File: src/design/bn3_pkg.sv
// bn3_pkg: shared types and constants of the normalized 3x3 blur.
// No dependencies.
`timescale 1ns / 1ps
package bn3_pkg;

  localparam int unsigned CFG_IDX_BITS = 3;
  localparam int unsigned CFG_DATA_BITS = 48;
  localparam int unsigned LL_BITS = 11;
  localparam int unsigned FL_BITS = 16;
  localparam int unsigned PIX_BITS = 24;
  localparam int unsigned QBIT_IDX_BITS = 3;

  localparam logic [CFG_IDX_BITS-1:0] REG_LINE_LENGTH    = 3'd0;
  localparam logic [CFG_IDX_BITS-1:0] REG_FRAME_LINES    = 3'd1;
  localparam logic [CFG_IDX_BITS-1:0] REG_WEIGHTS_BEFORE = 3'd2;
  localparam logic [CFG_IDX_BITS-1:0] REG_WEIGHTS_CENTER = 3'd3;
  localparam logic [CFG_IDX_BITS-1:0] REG_WEIGHTS_AFTER  = 3'd4;

  localparam logic [LL_BITS-1:0]       RST_LINE_LENGTH = 11'd1;
  localparam logic [FL_BITS-1:0]       RST_FRAME_LINES = 16'd1;
  localparam logic [CFG_DATA_BITS-1:0] RST_WEIGHTS_SIDE = 48'd17592722919424;
  localparam logic [CFG_DATA_BITS-1:0] RST_WEIGHTS_CENTER = 48'd35185445838848;

  typedef enum logic [2:0] {
    ST_IDLE,
    ST_READ,
    ST_MAC,
    ST_DINIT,
    ST_DIV,
    ST_DONE
  } bn3_state_t;

  typedef struct packed {
    logic                     clr;
    logic                     acc;
    logic                     div_init;
    logic                     div_step;
    logic [QBIT_IDX_BITS-1:0] bit_idx;
  } bn3_ctl_t;

endpackage

File: src/design/bn3_chan.sv
// bn3_chan: one color channel; serial multiply-accumulate over the taps,
// then bit-serial restoring divide with saturation. Uses bn3_pkg.
`timescale 1ns / 1ps
module bn3_chan #(
  parameter int WEIGHT_BITS = 16
) (
  input  logic                          clk,
  input  bn3_pkg::bn3_ctl_t             ctl,
  input  logic [7:0]                    sample,
  input  logic signed [WEIGHT_BITS-1:0] weight,
  output logic [7:0]                    quot
);

  localparam int SW = WEIGHT_BITS + 13;
  localparam int WA = WEIGHT_BITS + 4;

  logic signed [SW-1:0]          s_acc_r, s_acc_nxt;
  logic signed [WA-1:0]          w_acc_r, w_acc_nxt;
  logic [SW-1:0]                 rem_r, rem_nxt;
  logic [WA-1:0]                 den_r, den_nxt;
  logic [7:0]                    q_r, q_nxt;
  logic                          zero_r, zero_nxt;
  logic                          sat_r, sat_nxt;
  logic signed [WEIGHT_BITS+8:0] prod;
  logic [SW-1:0]                 s_abs;
  logic [WA-1:0]                 w_abs;
  logic [SW-1:0]                 den_sh;

  assign prod = $signed({1'b0, sample}) * weight;
  assign s_abs = s_acc_r[SW-1] ? SW'(-s_acc_r) : SW'(s_acc_r);
  assign w_abs = w_acc_r[WA-1] ? WA'(-w_acc_r) : WA'(w_acc_r);
  assign den_sh = SW'(den_r) << ctl.bit_idx;

  always_comb begin
    s_acc_nxt = s_acc_r;
    w_acc_nxt = w_acc_r;
    rem_nxt = rem_r;
    den_nxt = den_r;
    q_nxt = q_r;
    zero_nxt = zero_r;
    sat_nxt = sat_r;
    if (ctl.clr) begin
      s_acc_nxt = '0;
      w_acc_nxt = '0;
    end else if (ctl.acc) begin
      s_acc_nxt = s_acc_r + SW'(prod);
      w_acc_nxt = w_acc_r + WA'(weight);
    end
    if (ctl.div_init) begin
      rem_nxt = s_abs;
      den_nxt = w_abs;
      q_nxt = '0;
      zero_nxt = (s_acc_r == '0) || (w_acc_r == '0) || (s_acc_r[SW-1] != w_acc_r[WA-1]);
      sat_nxt = s_abs >= (SW'(w_abs) << 8);
    end else if (ctl.div_step) begin
      if (rem_r >= den_sh) begin
        rem_nxt = rem_r - den_sh;
        q_nxt[ctl.bit_idx] = 1'b1;
      end
    end
  end

  always_ff @(posedge clk) begin
    s_acc_r <= s_acc_nxt;
    w_acc_r <= w_acc_nxt;
    rem_r <= rem_nxt;
    den_r <= den_nxt;
    q_r <= q_nxt;
    zero_r <= zero_nxt;
    sat_r <= sat_nxt;
  end

  assign quot = zero_r ? 8'd0 : (sat_r ? 8'd255 : q_r);

endmodule

File: config.mk
export PLATFORM = sky130hd
export DESIGN_NAME = bn3_chan
export DESIGN_NICKNAME = d
export VERILOG_FILES = /design/src/design/bn3_pkg.sv /design/src/design/bn3_chan.sv
export SDC_FILE = /design/constraint.sdc
export NUM_CORES = 1
export LEC_CHECK = 0
export BUFFER_PORTS_ARGS = -buffer_cell sky130_fd_sc_hd__buf_4
export CAP_MARGIN = 0
export CORE_MARGIN = 1
export CORE_UTILIZATION = 46
export CTS_CLUSTER_DIAMETER = 30
export DETAILED_ROUTE_END_ITERATION = 12
export GPL_TIMING_DRIVEN = 0
export PLACE_DENSITY = 0.59
export SYNTH_ARGS = -nofsm -noshare
export SYNTH_HDL_FRONTEND = slang
export SYNTH_SLANG_ARGS = --single-unit
File: constraint.sdc
create_clock -name clk -period 15.12 [get_ports clk]
set_input_delay 0.756 -clock clk [delete_from_list [all_inputs] [get_ports clk]]
set_output_delay 0.756 -clock clk [all_outputs]
set_load 0.05 [all_outputs]
=== Word level (Yosys, flattened, before mapping) ===
Index checks and enable logic that the tools add are counted.

* Add/subtract/negate cells: 5
* $mul: 1
* Div/mod/pow operators: 0
* Order comparisons: 4
* Equal/unequal tests: 1
* Shifts and indexed selects: 1
* Multiplexer cells: 9
* Bitwise logic cells: 1
* Reductions and logical operators: 9

{| class="wikitable"
|+ Operators with widths
! cell !! number
|-
| 29-bit 2-to-1 mux || 4
|-
| 29-bit by 25-bit adder with 29-bit output || 1
|-
| 29-bit by 28-bit >= comparator with 1-bit output || 1
|-
| 29-bit >= comparator || 1
|-
| 29-bit zero test || 1
|-
| 29-bit negation || 1
|-
| 20-bit by 3-bit left shift with 29-bit output || 1
|-
| 29-bit subtractor || 1
|-
| 9-bit by 16-bit multiplier with 25-bit output || 1
|-
| 20-bit by 16-bit adder with 20-bit output || 1
|-
| 20-bit zero test || 1
|-
| 20-bit 2-to-1 mux || 1
|-
| 20-bit negation || 1
|-
| 8-bit 2-to-1 mux || 2
|-
| 8-bit OR || 1
|-
| 3-bit by 4-bit < comparator with 1-bit output (second input constant) || 1
|-
| 2-bit AND reduction || 2
|-
| 2-bit nonzero test || 2
|-
| 1-bit demux with 3-bit select || 1
|-
| 3-bit by 1-bit >= comparator with 1-bit output (second input constant) || 1
|-
| 1-bit logical OR || 2
|-
| 1-bit logical AND || 1
|-
| 1-bit 2-to-1 mux || 1
|-
| 1-bit inequality test || 1
|}

* Register bits after elaboration: 108
* Latch bits: 0
* Bits in writable memories: 0
* Bits in read-only memories: 0
* Output and inout port bits: 8
* Logic and storage cells: 38
* Memories kept: 0

=== Depth between registers and ports, before layout ===
Gate-level depths: netlist of run 1.

* Depth after elaboration: 5
* Depth in mapped cells: 22
* Mapped depth without buffers: 20

=== Worst setup path after synthesis of run 1 ===
Ideal clock, no wire load.

* Path kind: input port to flip-flop
* Start point: input weight[15]
* End point: register s_acc_r[28]
* Setup time: 123 ps
* Data arrival time: 5931 ps
* Required time: 14997 ps
* Path slack: 9066 ps
* Stages: 20
* Path buffers: 2
* Cells stage by stage: clkbuf_1 > nand2_1 > fa_1 > inv_1 > fa_1 > inv_1 > fa_1 > fa_1 > fa_1 > inv_1 > ha_1 > clkbuf_1 > a21o_1 > a21o_1 > a21oi_1 > o21ai_0 > a22oi_1 > nor2_1 > a311oi_2 > mux2_1

* Longest elaborated chain between the ends: 2

{| class="wikitable"
|+ RTL lines
! item !! line !! text
|-
| start, declared || bn3_chan.sv:10 || <nowiki>input logic signed [WEIGHT_BITS-1:0] weight,</nowiki>
|-
| 9-bit by 16-bit multiplier with 25-bit output || bn3_chan.sv:29 || <nowiki>assign prod = $signed({1'b0, sample}) * weight;</nowiki>
|-
| 29-bit by 25-bit adder with 29-bit output || bn3_chan.sv:46 || <nowiki>s_acc_nxt = s_acc_r + SW'(prod);</nowiki>
|-
| end signal, assigned || bn3_chan.sv:64 || <nowiki>s_acc_r <= s_acc_nxt;</nowiki>
|-
| end, declared || bn3_chan.sv:17 || <nowiki>logic signed [SW-1:0] s_acc_r, s_acc_nxt;</nowiki>
|}

Every way passes these cells.
A chain may end at the register's enable or synchronous reset.

=== Worst setup path after layout of run 1 ===
Ends and elaborated chain as after synthesis.

==> impl_metrics.toml, run 1 <==
[timing]
timing.fmax_mhz = 151.4
finalWorstPathRequiredPeriod_ps = 6603
period_share = 0.4367
hold_viol = 0
rsz0062_at_grt = "no"
report.final.slew_viol_count = 0
skew_ps = 12.58
tightest_slew_ps = 1336
maxSlewHeadroom = 0.1096
final.setup.tns_ps = 0
setup_viol = 0

[cells_and_area]
fin_area_mm2 = 0.01553
num_antenna_cells = 0
instances_no_fill = 2130
nets = 2022
area_growth_pct = 7.353
drive_gt1_frac = 0.05594

[setup_path]
max_stage_delay_ps = 740
crit_path_max_fanout = 10
regToRegSetupSlack_ps = 10350
r2r_cells = 14
start_kind = "input port"
end_kind = "flip-flop"
crit_chain = "buf_4 > clkbuf_1 > nand2_1 > fa_1 > inv_1 > fa_1 > inv_1 > fa_1 > fa_1 > fa_1 > inv_1 > ha_1 > clkbuf_1 > a21o_1 > a21o_1 > a21oi_1 > o21ai_0 > a22oi_1 > nor2_1 > a311oi_2 > mux2_1"
reg2reg_from = "den_r[0]"
critical_path.slowest_cell = "fa_1"
cp_num_buf_inv = 6
worstPathArrival_ps = 6840
cp.required_ps = 15360
critPathMostFrequentCell = "fa_1"
regToRegEndpoint = "rem_r[8]"
path_class = "input port to flip-flop"
cp_top_family = "adder cells"

[clock_tree]
clk_path_buf_depth = 2
cts_buffers = 9
cts-root-buf = "clkbuf_16"
h-tree-depth = 3
ctsResizeCount = 0
cts_tree = "yes"
clk-insertion-delay-late_ps = 360
holdBufCountCts = 0
post_cts_buffers = 0
clkSinkCount = 108
clk_pin_slew_worst_paths_ps = 80

[global_route]
grt_pass1_vias = 11661
antenna_found_initial = 0
grt_usage = 0.2477
grt_max_degree = 30
grt_first_pass_wirelength_mm = 61.42
overflow = 0

[routing]
wirelength_mm = 37.91
dr.pass1.iters = 10
via_per_inst = 5.525
ant_nets = 0
drc_errors = 8
detail_route.wl_per_cell_um = 17.80
dr_total_vias = 11769
drtIter0Drc = 599

[die]
dieArea_mm2 = 0.03215
row_count = 64
die_w_um = 179.3
start_util = 0.4703
core_area_mm2 = 0.03075
die_h_um = 179.3
ios = 40

[status]
violations = "DRC"
status = "complete, but fails checks"

[yosys]
yosysSeqAreaShare = 0.1848
syn_avg_cell_area_um2 = 8.604
synth-seq-cells = 108
ys_warn_count = 0
synth-edff-count = 51
synthArstFlopShare = 0
synth_cell_types = 89
yosysMostFrequentCell = "inv_1"
yosysTopAreaCell = "fa_1"
synth_area_mm2 = 0.01446
yosys-top-cells-count = "inv_1, nand2_1, fa_1"
netlist_instances = 1681
synth-main-ff-cell = "dfxtp_1"
synth_area_leaders = "fa_1, ha_1, edfxtp_1, dfxtp_1, inv_1"
synth_nets = 1974
synth_top_area_frac = 0.1813

[job]
max_cap_viol_count = 0

[placement]
place_hpwl_mm = 31.82
routabilityCongestion = 0.9292
io_buffers = 37
placed_area_mm2 = 0.01524
placed_cells = 2114

[power]
p_switching_uw = 1752
intPower_uw = 1616
power_uw = 3368
netSwitchingFraction = 0.5202
p_comb_frac = 0.782
powerDensity_mw_per_mm2 = 217.0
total_leakage_power_uw = 0.007175
power_frac_clock = 0.072
vdd_drop_max_mv = 0.1043
seq_power_share = 0.146

[hold_path]
holdPathStages = 1
worstHoldStart = "q_r[7]"
hold_path_class = "flip-flop to flip-flop"
hold_path_end = "q_r[7]"
==> cells by family after synthesis <==
family,after synthesis,synth area share
AOI/OAI and AO/OA,353,0.1660
buffers and inverters,298,0.07760
and+or+nand+nor,506,0.1729
xor gates and xnor gates,94,0.05693
DFF,108,0.1848
muxes,61,0.04793
adders and majority gates,261,0.2938
==> worst max path at each step <==
| stage | slack [ps] | from | cells past startpoint | endpoint |
|---|---|---|---|---|
| finish | 8520 | weight[15] | 21 | s_acc_r[28] |
| global route | 8060 | weight[15] | 19 | s_acc_r[27] |
| CTS | 8520 | weight[15] | 21 | s_acc_r[28] |
| detailed placement | 8140 | weight[15] | 21 | s_acc_r[28] |
| global placement | 8220 | weight[15] | 21 | s_acc_r[28] |
| floorplan | 9070 | weight[15] | 20 | s_acc_r[28] |
==> routing by layer <==
layer | wire (um) | track usage | up-vias
li1 | - | - | 5831
met1 | 17190 | 0.3237 | 5604
met2 | 18160 | 0.4279 | 267
met3 | 1269 | 0.01739 | 67
met4 | 1290 | 0.09244 | 0
met5 | 0 | 0 | -
==> cell type report <==
cell class              instances  area, um2
well taps                     396      495.5
flip-flops and latches        108       2673
repair buffers                 37      277.8
multi-input cells            1275      10670
clock inverters                 7      65.06
inverters                     229      859.6
fillers                      3082      15220
clock buffers                   9      225.2
plain buffers                  69      262.8
==> per-stage QoR <==
stage | util | setup slack, ps | hold WS [ps]
after floorplan | - | 9066 | 442.6
after global placement | 0.4955 | 8222 | 453.4
after detailed placement | 0.4955 | 8138 | 463.7
after CTS | 0.5049 | 8518 | 483.4
after global routing | 0.5049 | 8058 | 507.7
final | 0.5049 | 8517 | 476.7
==> placed cells by master (no fill, tap or decap), types with 15 or more instances in the layout <==
cell type  synthesis  layout
a211oi_1          18      18
a21o_1            44      44
a21oi_1           87      87
and2_1            77      77
and3_1            18      18
buf_4              0      37
clkbuf_1          57      57
dfxtp_1           57      57
edfxtp_1          51      51
fa_1             131     131
ha_1             130     130
inv_1            226     226
mux2i_1           49      49
nand2_1          144     144
nand3_1           23      23
nand4_1           15      15
nor2_1           122     122
nor2b_1           23      23
nor3_1            27      27
o21a_1            16      16
o21ai_0           67      67
xnor2_1           64      64
xor2_1            30      30
==> flip-flops by register name (all words and copies together) (netlist names) <==
register  flops
w_acc_r      20
zero_r        1
den_r        20
q_r           8
sat_r         1
rem_r        29
s_acc_r      29
==> power by group through the flow <==
stage / Sequential [uW] / Clock, uW / Combinational, uW
final: 493 / 241 / 2630
after global routing: 503 / 258 / 2980
after CTS: 492 / 246 / 2630
after detailed placement: 499 / 0 / 2610
after global placement: 497 / 0 / 2570
after floorplan: 473 / 0 / 2060
Note: power is estimated with default switching activity, not from simulation.
==> inputs of run 2 (changes only) <==
Settings changed: ABC_AREA set to 1, PLACE_DENSITY 0.59 to 0.61.
Clock period 15.12 ns to 5.3 ns, I/O delays scaled along.
==> impl_metrics.toml, run 2 <==
[routing]
drc_errors = 0
maxUsedRoutingLayer = "met4"
wl_met1_mm = 21.11
ant_nets = 0
wirelength_mm = 48.90
dr_total_vias = 14930
drtIter0Drc = 896
detail_route.wl_per_cell_um = 16.69
met3_length_mm = 1.491
via_per_inst = 5.096
dr.pass1.iters = 7
routed-wl-met2_mm = 23.97

[clock_tree]
holdBufCountCts = 0
cts-root-buf = "clkbuf_16"
post_cts_buffers = 0
clk-insertion-delay-late_ps = 380
clkSinkCount = 108
ctsResizeCount = 2
cts_buffers = 9
clk_path_buf_depth = 2
h-tree-depth = 3
clk_pin_slew_worst_paths_ps = 80
cts_tree = "yes"

[cells_and_area]
nets = 2763
final_common_cell = "nand2_1"
fin_area_mm2 = 0.01723
area_growth_pct = 6.778
drive_gt1_frac = 0.05778
num-fill-cells = 3678
layout_common_cells = "nand2_1, inv_1, nor2_1"
num_antenna_cells = 0
utilization = 0.4987
largest_registers = "rem_r (29), s_acc_r (29)"

[timing]
hold_viol = 0
setup_viol = 0
holdWs_ps = 249.4
rsz0062_at_grt = "no"
period_share = 0.9566
report.final.slew_viol_count = 0
maxSlewHeadroom = 0.4533
skew_ps = 16.92
tightest_slew_ps = 817.2
finalWorstPathRequiredPeriod_ps = 5070
timing.fmax_mhz = 197.2

[placement]
place_hpwl_mm = 42.22
routabilityCongestion = 0.9825
io_buffers = 28
placed_area_mm2 = 0.01691

[global_route]
overflow = 0
antenna_found_initial = 0
grt_first_pass_wirelength_mm = 77.31
grt_max_degree = 30
grt_usage = 0.2796
grt_pass1_vias = 14682

[setup_path]
path_class = "input port to flip-flop"
critPathMostFrequentCell = "inv_1"
max_stage_delay_ps = 530
worstPathArrival_ps = 5350
crit_path_max_fanout = 8
cp.required_ps = 5580
crit_chain = "buf_4 > clkbuf_1 > nand2_1 > fa_1 > inv_1 > fa_1 > inv_1 > fa_1 > inv_1 > fa_1 > inv_1 > fa_1 > inv_1 > ha_1 > nand2_1 > nor2_1 > nand3_1 > nand3_1 > nand3_1 > nand3_1 > nand3_1 > nand2_1 > inv_1"
critical_path.slowest_cell = "fa_1"
end_kind = "flip-flop"
start_kind = "input port"

[yosys]
yosys-top-cells-count = "nand2_1, inv_1, nor2_1"
synth-seq-cells = 108
synth_cell_types = 52
synth-edff-count = 51
yosysMostFrequentCell = "nand2_1"
synthArstFlopShare = 0
yosysTopAreaCell = "nand2_1"
yosysSeqAreaShare = 0.1656
netlist_instances = 2432
synth_area_mm2 = 0.01613
synth_area_leaders = "nand2_1, fa_1, inv_1, ha_1, edfxtp_1"
synth-main-ff-cell = "dfxtp_1"
synth_top_area_frac = 0.1636
synth_nets = 2725
ys_warn_count = 0
syn_avg_cell_area_um2 = 6.634

[status]
status = "complete, no violations"

[die]
start_util = 0.4671
core_area_mm2 = 0.03454
dieArea_mm2 = 0.03583
row_count = 68
ios = 40
die_h_um = 189.3
die_w_um = 189.3

[power]
powerDensity_mw_per_mm2 = 613.5
vdd_drop_max_mv = 0.2485
total_leakage_power_uw = 0.009577

[job]
max_cap_viol_count = 0

[hold_path]
hold_path_class = "input port to flip-flop"
run 2: cell count changes in the layout (fill, tap and decap cells not counted), moves of 55 or more:
| cell | change |
|---|---|
| nand3_1 | +118 |
| nand2_1 | +558 |
| and2_1 | -74 |
| a21oi_1 | +57 |
| xnor2_1 | -55 |
| inv_1 | +287 |
run 2: kinds of logic after synthesis:
family | count (synthesis) | synth area share
and+or+nand+nor | 1096 | 0.2889
buffers and inverters | 599 | 0.1405
AOI/OAI and AO/OA | 308 | 0.1059
adders and majority gates | 261 | 0.2634
DFF | 108 | 0.1656
xor gates and xnor gates | 56 | 0.03319
muxes | 4 | 0.002482
run 2: power breakdown:
group          internal (uW)  switching (uW)  total (uW)
clock                    370             331         701
sequential              1190             166        1350
combinational           2960            5550        8510
run 2: worst paths after layout:
| kind | start | endpoint | slack (ps) | cells after the start |
|---|---|---|---|---|
| min | ctl[3] | q_r[6] | 250 | 3 |
| max reg2reg | den_r[6] | rem_r[11] | 1630 | 13 |
| min reg2reg | q_r[1] | q_r[1] | 470 | 2 |
| max | weight[6] | s_acc_r[27] | 230 | 23 |
run 2: critical path: cells and delay by family:
family | cells | cell delay, ps
buffers and inverters | 8 | 850
adders and majority gates | 6 | 2870
and+or+nand+nor | 9 | 1360
run 2: through the flow:
step,worst slack (ps),power (uW),cells,setup TNS [ps]
global placement,-498.4,9692,2915,-4868
floorplan,343.5,7762,2432,0
finish,229.8,10570,2930,0
global route,3.737,11820,2930,0
detailed placement,-515.7,9808,2915,-5722
CTS,35.18,10540,2930,0
run 2: layout make-up:
class,instances,area (um2),area share
Multi-Input combinational cell,1725,11200,0.6501
Sequential cell,108,2673,0.1551
Inverter,524,1967,0.1142
Tap cell,455,569.3,0.03305
Buffer,74,315.3,0.01830
Clock buffer,11,232.7,0.01351
Timing Repair Buffer,28,210.2,0.01220
Clock inverter,5,61.31,0.003559
run 2: routing by layer:
| layer | up-vias | track usage |
|---|---|---|
| met5 | - | 0 |
| li1 | 7584 | - |
| met4 | 0 | 0.1396 |
| met2 | 325 | 0.4952 |
| met3 | 94 | 0.01928 |
| met1 | 6927 | 0.3422 |
